File: src/rtl/core/lidar_line_direction_binner_assert.svh
// Assertion macros used by the binner RTL.
// Clock clk_i and active-low reset rst_ni are assumed in the using scope.
`ifndef LIDAR_LINE_DIRECTION_BINNER_ASSERT_SVH
`define LIDAR_LINE_DIRECTION_BINNER_ASSERT_SVH

// Check that a property holds at every clock edge outside reset.
`define LLDB_ASSERT(name, prop) \
  name: assert property (@(posedge clk_i) disable iff (!rst_ni) (prop)) \
    else $error("%m: property violated");

// Check that a condition never holds outside reset.
`define LLDB_ASSERT_NEVER(name, cond) \
  name: assert property (@(posedge clk_i) disable iff (!rst_ni) !(cond)) \
    else $error("%m: forbidden condition seen");

`endif

File: src/rtl/core/lldb_pkg.sv
package lldb_pkg;

  localparam int unsigned BinCount = 4;
  localparam int unsigned BinW     = 2;
  localparam int unsigned CfgIdxW  = 3;
  localparam int unsigned LsqW     = 33;

  localparam logic signed [17:0] PiQ12 = 18'sd12861;

  localparam logic [CfgIdxW-1:0] CfgFrontAngle  = 3'd0;
  localparam logic [CfgIdxW-1:0] CfgRightAngle  = 3'd1;
  localparam logic [CfgIdxW-1:0] CfgRightOffset = 3'd2;
  localparam logic [CfgIdxW-1:0] CfgFrontOffset = 3'd3;
  localparam logic [CfgIdxW-1:0] CfgTolerance   = 3'd4;

  localparam logic signed [15:0] FrontAngleRst  = 16'sd12861;
  localparam logic signed [15:0] RightAngleRst  = 16'sd6431;
  localparam logic signed [15:0] RightOffsetRst = 16'sd397;
  localparam logic signed [15:0] FrontOffsetRst = 16'sd0;
  localparam logic [14:0]        ToleranceRst   = 15'd1229;

  localparam logic [BinW-1:0] BinRight = 2'd0;
  localparam logic [BinW-1:0] BinLeft  = 2'd1;
  localparam logic [BinW-1:0] BinFront = 2'd2;
  localparam logic [BinW-1:0] BinBack  = 2'd3;

  typedef struct packed {
    logic              func;
    logic signed [15:0] start_x;
    logic signed [15:0] start_y;
    logic signed [15:0] end_x;
    logic signed [15:0] end_y;
    logic signed [15:0] radius;
    logic signed [15:0] angle;
  } in_t;

  typedef struct packed {
    logic [1:0]         direction;
    logic signed [15:0] distance;
    logic signed [15:0] bin_angle;
    logic               last;
  } out_t;

  typedef struct packed {
    logic signed [15:0] front_angle;
    logic signed [15:0] right_angle;
    logic [14:0]        tolerance;
  } ang_cfg_t;

  typedef struct packed {
    logic            hit;
    logic [BinW-1:0] bin;
    logic            straddle;
  } cls_t;

  function automatic logic [17:0] abs18(input logic signed [17:0] v);
    abs18 = v[17] ? 18'(-v) : 18'(v);
  endfunction

  function automatic logic signed [15:0] sat16(input logic signed [16:0] v);
    if (v > 17'sd32767) begin
      sat16 = 16'sh7fff;
    end else if (v < -17'sd32768) begin
      sat16 = 16'sh8000;
    end else begin
      sat16 = v[15:0];
    end
  endfunction

  function automatic logic is_pos(input logic signed [15:0] v);
    is_pos = !v[15] && (v != 16'sd0);
  endfunction

endpackage

File: src/rtl/core/lidar_line_direction_binner.sv
// Direction binner for extracted lidar line segments. One transaction enters per
// cycle on the input channel; a segment passes through the input register, the
// classify/square stage and the bin update stage, and produces no result. An
// end-of-frame transaction snapshots the four bins into the output buffer,
// clears them, and then yields four result transactions, right, left, front,
// back, one per cycle while out_ready_i is high, the fourth flagged last. A
// second end of frame waits in the update stage until the previous four results
// have been taken; the transaction behind it holds in the input register and the
// input stalls until then. Configuration writes are accepted every cycle and
// must only be issued while the block is idle.
`include "lidar_line_direction_binner_assert.svh"

module lidar_line_direction_binner
  import lldb_pkg::*;
(
  input  logic               clk_i,
  input  logic               rst_ni,
  input  logic               in_valid_i,
  output logic               in_ready_o,
  input  in_t                in_data_i,
  output logic               out_valid_o,
  input  logic               out_ready_i,
  output out_t               out_data_o,
  input  logic               cfg_valid_i,
  output logic               cfg_ready_o,
  input  logic [CfgIdxW-1:0] cfg_index_i,
  input  logic [15:0]        cfg_data_i
);

  ang_cfg_t           ang_cfg_q;
  logic signed [15:0] roff_q, foff_q;

  logic s1_valid_q, s1_go;
  in_t  s1_data_q;
  cls_t s1_cls;
  logic [15:0] adx, ady;

  logic               s2_valid_q, s2_go, s2_free;
  logic               s2_func_q;
  cls_t               s2_cls_q;
  logic [31:0]        s2_sqx_q, s2_sqy_q;
  logic signed [15:0] s2_rad_q, s2_ang_q;
  logic [LsqW-1:0]    lsq;

  logic [LsqW-1:0]    best_q   [BinCount];
  logic               locked_q [BinCount];
  logic signed [15:0] krad_q   [BinCount];
  logic signed [15:0] kang_q   [BinCount];

  logic               emit_busy_q;
  logic [BinW-1:0]    emit_cnt_q;
  logic signed [15:0] odist_q [BinCount];
  logic signed [15:0] oang_q  [BinCount];
  logic               out_acc;
  logic               any_locked;

  assign cfg_ready_o = 1'b1;

  always_ff @(posedge clk_i or negedge rst_ni) begin
    if (!rst_ni) begin
      ang_cfg_q.front_angle <= FrontAngleRst;
      ang_cfg_q.right_angle <= RightAngleRst;
      ang_cfg_q.tolerance   <= ToleranceRst;
      roff_q                <= RightOffsetRst;
      foff_q                <= FrontOffsetRst;
    end else if (cfg_valid_i) begin
      case (cfg_index_i)
        CfgFrontAngle:  ang_cfg_q.front_angle <= cfg_data_i;
        CfgRightAngle:  ang_cfg_q.right_angle <= cfg_data_i;
        CfgRightOffset: roff_q                <= cfg_data_i;
        CfgFrontOffset: foff_q                <= cfg_data_i;
        CfgTolerance:   ang_cfg_q.tolerance   <= cfg_data_i[14:0];
        default: ;
      endcase
    end
  end

  // Pipeline control
  assign s2_go      = s2_valid_q && !(s2_func_q && emit_busy_q);
  assign s2_free    = !s2_valid_q || s2_go;
  assign s1_go      = s1_valid_q && s2_free;
  assign in_ready_o = !s1_valid_q || s1_go;

  always_ff @(posedge clk_i or negedge rst_ni) begin
    if (!rst_ni) begin
      s1_valid_q <= 1'b0;
      s2_valid_q <= 1'b0;
    end else begin
      if (in_valid_i && in_ready_o) begin
        s1_valid_q <= 1'b1;
      end else if (s1_go) begin
        s1_valid_q <= 1'b0;
      end
      if (s1_go) begin
        s2_valid_q <= 1'b1;
      end else if (s2_go) begin
        s2_valid_q <= 1'b0;
      end
    end
  end

  always_ff @(posedge clk_i) begin
    if (in_valid_i && in_ready_o) begin
      s1_data_q <= in_data_i;
    end
  end

  // Stage 1: classify and square the endpoint deltas
  lldb_classify u_classify (
    .item_i (s1_data_q),
    .cfg_i  (ang_cfg_q),
    .cls_o  (s1_cls)
  );

  always_comb begin
    logic signed [16:0] dx, dy;
    dx  = 17'(s1_data_q.start_x) - 17'(s1_data_q.end_x);
    dy  = 17'(s1_data_q.start_y) - 17'(s1_data_q.end_y);
    adx = dx[16] ? 16'(-dx) : dx[15:0];
    ady = dy[16] ? 16'(-dy) : dy[15:0];
  end

  always_ff @(posedge clk_i) begin
    if (s1_go) begin
      s2_func_q <= s1_data_q.func;
      s2_cls_q  <= s1_cls;
      s2_sqx_q  <= adx * adx;
      s2_sqy_q  <= ady * ady;
      s2_rad_q  <= s1_data_q.radius;
      s2_ang_q  <= s1_data_q.angle;
    end
  end

  // Stage 2: bin update or frame snapshot
  assign lsq = {1'b0, s2_sqx_q} + {1'b0, s2_sqy_q};

  always_ff @(posedge clk_i or negedge rst_ni) begin
    if (!rst_ni) begin
      for (int k = 0; k < BinCount; k++) begin
        best_q[k]   <= '0;
        locked_q[k] <= 1'b0;
        krad_q[k]   <= '0;
        kang_q[k]   <= '0;
      end
    end else if (s2_go) begin
      if (s2_func_q) begin
        for (int k = 0; k < BinCount; k++) begin
          best_q[k]   <= '0;
          locked_q[k] <= 1'b0;
          krad_q[k]   <= '0;
          kang_q[k]   <= '0;
        end
      end else if (s2_cls_q.hit) begin
        if (s2_cls_q.straddle) begin
          locked_q[s2_cls_q.bin] <= 1'b1;
          krad_q[s2_cls_q.bin]   <= s2_rad_q;
          kang_q[s2_cls_q.bin]   <= s2_ang_q;
        end else if (!locked_q[s2_cls_q.bin] && (lsq > best_q[s2_cls_q.bin])) begin
          best_q[s2_cls_q.bin] <= lsq;
          krad_q[s2_cls_q.bin] <= s2_rad_q;
          kang_q[s2_cls_q.bin] <= s2_ang_q;
        end
      end
    end
  end

  always_ff @(posedge clk_i) begin
    if (s2_go && s2_func_q) begin
      odist_q[BinRight] <= sat16(17'(krad_q[BinRight]) - 17'(roff_q));
      odist_q[BinLeft]  <= sat16(17'(krad_q[BinLeft]) + 17'(roff_q));
      odist_q[BinFront] <= sat16(17'(krad_q[BinFront]) - 17'(foff_q));
      odist_q[BinBack]  <= sat16(17'(krad_q[BinBack]) + 17'(foff_q));
      for (int k = 0; k < BinCount; k++) begin
        oang_q[k] <= kang_q[k];
      end
    end
  end

  // Result emission
  assign out_acc = out_valid_o && out_ready_i;

  always_ff @(posedge clk_i or negedge rst_ni) begin
    if (!rst_ni) begin
      emit_busy_q <= 1'b0;
      emit_cnt_q  <= '0;
    end else if (s2_go && s2_func_q) begin
      emit_busy_q <= 1'b1;
      emit_cnt_q  <= '0;
    end else if (out_acc) begin
      emit_cnt_q <= emit_cnt_q + 1'b1;
      if (emit_cnt_q == BinBack) begin
        emit_busy_q <= 1'b0;
      end
    end
  end

  assign out_valid_o          = emit_busy_q;
  assign out_data_o.direction = emit_cnt_q;
  assign out_data_o.distance  = odist_q[emit_cnt_q];
  assign out_data_o.bin_angle = oang_q[emit_cnt_q];
  assign out_data_o.last      = (emit_cnt_q == BinBack);

  assign any_locked = locked_q[BinRight] || locked_q[BinLeft] ||
                      locked_q[BinFront] || locked_q[BinBack];

  `LLDB_ASSERT(a_idle_cnt_zero, !emit_busy_q |-> (emit_cnt_q == '0))
  `LLDB_ASSERT(a_frame_clears, (s2_go && s2_func_q) |=> (emit_busy_q && !any_locked))
  `LLDB_ASSERT(a_last_ends_emit, (out_acc && out_data_o.last) |=> !emit_busy_q)
  `LLDB_ASSERT_NEVER(a_stall_without_item, !in_ready_o && !s1_valid_q)

endmodule

File: src/rtl/core/lldb_classify.sv
module lldb_classify
  import lldb_pkg::*;
(
  input  in_t      item_i,
  input  ang_cfg_t cfg_i,
  output cls_t     cls_o
);

  logic signed [17:0] ang, fa, ra;
  logic signed [17:0] d_fp, d_fm, d_fpi, d_rm, d_rpi;
  logic [17:0]        tol;
  logic               front_hit, right_hit;

  assign ang   = 18'(item_i.angle);
  assign fa    = 18'(cfg_i.front_angle);
  assign ra    = 18'(cfg_i.right_angle);
  assign tol   = {3'b000, cfg_i.tolerance};

  assign d_fp  = ang + fa;
  assign d_fm  = ang - fa;
  assign d_fpi = ang - fa + PiQ12;
  assign d_rm  = ang - ra;
  assign d_rpi = ang - ra + PiQ12;

  assign front_hit = (abs18(d_fp) < tol) || (abs18(d_fm) < tol) || (abs18(d_fpi) < tol);
  assign right_hit = (abs18(d_rm) < tol) || (abs18(d_rpi) < tol);

  always_comb begin
    cls_o.hit      = front_hit || right_hit;
    cls_o.bin      = BinRight;
    cls_o.straddle = 1'b0;
    if (front_hit) begin
      cls_o.bin      = is_pos(item_i.start_x) ? BinLeft : BinRight;
      cls_o.straddle = (item_i.start_y[15] && is_pos(item_i.end_y)) ||
                       (is_pos(item_i.start_y) && item_i.end_y[15]);
    end else if (right_hit) begin
      cls_o.bin      = is_pos(item_i.start_y) ? BinBack : BinFront;
      cls_o.straddle = (item_i.start_x[15] && is_pos(item_i.end_x)) ||
                       (is_pos(item_i.start_x) && item_i.end_x[15]);
    end
  end

endmodule
File: config.mk
export PLATFORM = sky130hd
export DESIGN_NAME = lidar_line_direction_binner
export DESIGN_NICKNAME = d
export VERILOG_FILES = /design/src/rtl/core/lldb_pkg.sv /design/src/rtl/core/lidar_line_direction_binner.sv /design/src/rtl/core/lldb_classify.sv
export VERILOG_INCLUDE_DIRS = /design/src /design/src/rtl/core
export SDC_FILE = /design/constraint.sdc
export NUM_CORES = 2
export LEC_CHECK = 0
export BUFFER_PORTS_ARGS = -buffer_cell sky130_fd_sc_hd__buf_4
export CORE_ASPECT_RATIO = 0.9
export CORE_UTILIZATION = 50
export CTS_CLUSTER_DIAMETER = 150
export CTS_CLUSTER_SIZE = 25
export DETAILED_ROUTE_END_ITERATION = 8
export PLACE_DENSITY = 0.64
export SLEW_MARGIN = 10
export SYNTH_ARGS = -nofsm -noshare
export SYNTH_HDL_FRONTEND = slang
export SYNTH_SLANG_ARGS = --single-unit
File: constraint.sdc
create_clock -name clk_i -period 12.4 [get_ports clk_i]
set_input_delay 0 -clock clk_i [delete_from_list [all_inputs] [get_ports clk_i]]
set_output_delay 0 -clock clk_i [all_outputs]
set_load 0.02 [all_outputs]
==> qor.txt <==
CP startpoint = s1_data_q[48]
Period minus WS final = 10.51 ns
post-route antenna net violation count = 0
Worst EP arrival = 10.93 ns
Setup TNS = 0 ns
num rows = 112
vias per cell = 5.729
pin count of the biggest net entering global routing = 91
Worst path max stage delay = 0.62 ns
main combinational cell family by area after synthesis = adder cells
post-synthesis mux area share = 3.470%
DP Area = 55100 um2
gr ovfl total = 0
Synth async-reset ratio = 51.79%
sequential area share after synthesis = 35.31%
RSZ-0062 raised after global routing = false
total CTS buffers = 31
Starting Density = 50.45%
CP startpoint kind = flip-flop
via count = 38290
design area = 57640 um2
FF-to-FF Start = s1_data_q[48]
gr usage total = 26.10%
Post-synth top flop = edfxtp_1
Hold/Removal Path Class = input pin to flip-flop
Layout Utilization = 55.59%
wire per inst = 20.55 um
critical path required time = 12.82 ns
Cells after Synth = 5036
H-Tree Depth = 1
max_cap viols = 0
port bufs = 157
full die area = 105900 um2
Worst setup EP type = flip-flop
drt pass-1 iters = 6
Die Y = 308.9 um
Yosys cell types = 100
Syn Std Cell Area = 52310 um2
CP Class = flip-flop to flip-flop
xor-xnor portion of the synthesized cell area = 5.391%
fin nets = 6222
routed wire length = 137400 um
initial antenna violation count = 2
EDFF count, synth = 324
CTS tree = done
Final Setup Violations = 0
Synth Area in Compound Gates = 15.30%
Core Box Area = 103700 um2
Max Buffers Root-to-Sink = 3
die width = 343.0 um
Tcrit/Tclk final = 84.76%
Synth warnings = 0
Pins Over Slew Limit = 0
DR iter-0 viols = 2961
Layout Skew = 0.02105 ns
Fmax = 95.15 MHz
Most common cell on crit path = fa_1
I/O pin count = 159
first-pass GRT wire length = 215900 um
Worst Max-Slew Pin Slew = 1.231 ns
Synth Area in Simple Gates = 10.02%
Layout area overhead = 10.19%
Clock transition at path regs = 0.10 ns
remaining routing DRC violations = 0
dpl hpwl = 101300 um
worst skew pair latency = 0.68 ns
Mean Syn Cell Area = 10.39 um2
worst relative slew slack = 17.37%
number of global-route vias before repair = 37813
flops & latches, synth = 672
layout cells sized above 1 = 8.225%
adder-cell share of the synthesized area = 24.30%
syn nets = 5969
CP Max Fanout = 16
Fin. Hold Viols = 0
slowest stage cell on the critical path = xnor2_1
GPL Wtd Cong = 0.9402
status = finished clean
clk sinks = 672
Clk Tree Root Cell = clkbuf_16
Post-CTS Resized = 0
min-delay src = in_data_i[26]
worst paths after layout:
kind	slack (ns)	cells past startpoint	to
setup / recovery	1.89	37	s2_sqx_q[31]
hold / removal	0.04	2	s1_data_q[26]
setup reg to reg	1.89	37	s2_sqx_q[31]
hold reg to reg	0.43	0	s2_rad_q[14]
max in group asynchronous	10.26	5	ang_cfg_q[30]
min in group asynchronous	0.28	3	kang_q[20]
cells by family after synthesis:
kind of cell	after synthesis
DFF	672
other	1
buffers and inverters	860
adders and majority gates	814
xor gates and xnor gates	322
and+or+nand+nor	1120
AOI/OAI and AO/OA	1151
muxes	96
synthesized netlist by cell type (126+ instances only):
cell | count | area share [%]
a21o_1 | 126 | 1.8
a21oi_1 | 233 | 2.2
a22o_1 | 234 | 3.9
clkbuf_1 | 132 | 0.95
dfrtp_1 | 321 | 15
edfxtp_1 | 324 | 19
fa_1 | 337 | 13
ha_1 | 475 | 11
inv_1 | 700 | 5.0
nand2_1 | 336 | 2.4
nor2_1 | 351 | 2.5
o21ai_0 | 213 | 2.0
xnor2_1 | 246 | 4.1
routing by layer:
layer | global-route usage (%) | part of all wire, % | vias up
met2 | 39.88 | 44 | 1251
met3 | 4.449 | 7.8 | 119
met1 | 39.46 | 47 | 18957
li1 | - | - | 17963
met5 | 0 | 0 | -
met4 | 4.083 | 1.6 | 0
cells in the final DEF (no fill, tap or decap), drive strengths merged, types with 33 or more instances in the layout:
master,n
nand2,336
xor2,76
dlygate4sd3,157
a31oi,33
o21a,44
a211oi,36
clkbuf,54
o21bai,39
dfrtp,321
buf,211
nor3,71
a21oi,234
nand3,54
a22o,234
inv,706
nor2b,71
ha,475
nor2,351
nand2b,58
o21ai,226
fa,337
xnor2,246
edfxtp,324
mux4,66
a21o,126
area by class of cell:
cell class	count	area, um2
diodes	3	7.507
clock buffers	54	883.3
clock inverters	3	48.80
fillers	8918	46060
inverters	712	2675
multi-input cells	3504	30660
flip-flops and latches	672	18470
well taps	1368	1712
repair buffers	368	3183
what timing repair did:
action	CTS	global route
hold buffers	158	0
endpoints found under the hold margin	288	0
setup buffers	0	0
endpoints found under the setup margin	0	0
through the flow:
| stage | std cells | setup WS (ns) | hold WS [ns] |
|---|---|---|---|
| after floorplan | 5036 | 2.889 | -0.2956 |
| after global placement | 6466 | 2.260 | 0.07845 |
| after detailed placement | 6466 | 2.003 | 0.08308 |
| after CTS | 6681 | 1.942 | 0.00005562 |
| after global routing | 6681 | 1.108 | 0.01632 |
| final | 6684 | 1.890 | 0.04283 |
registers in the layout, indices dropped and copies added, names as in the netlist, 4 cells and up:
signal     flops
s2_rad_q      16
foff_q        16
s2_sqy_q      31
s2_cls_q       4
s2_ang_q      16
kang_q        64
s2_sqx_q      31
oang_q        64
odist_q       64
ang_cfg_q     47
roff_q        16
s1_data_q     97
locked_q       4
best_q       132
krad_q        64
critical path, delay by kind of cell (launching register included):
kind / cells / cell delay, ns
mux: 1 / 0.13
compound gates: 15 / 3.04
fa+ha+maj: 9 / 3.96
xor+xnor: 3 / 0.90
simple gates: 4 / 0.84
buf+inv: 5 / 0.90
flops: 1 / 0.42
Power is not shown: default switching activity piles up to over one toggle a cycle in this logic, so the estimate is an artifact.
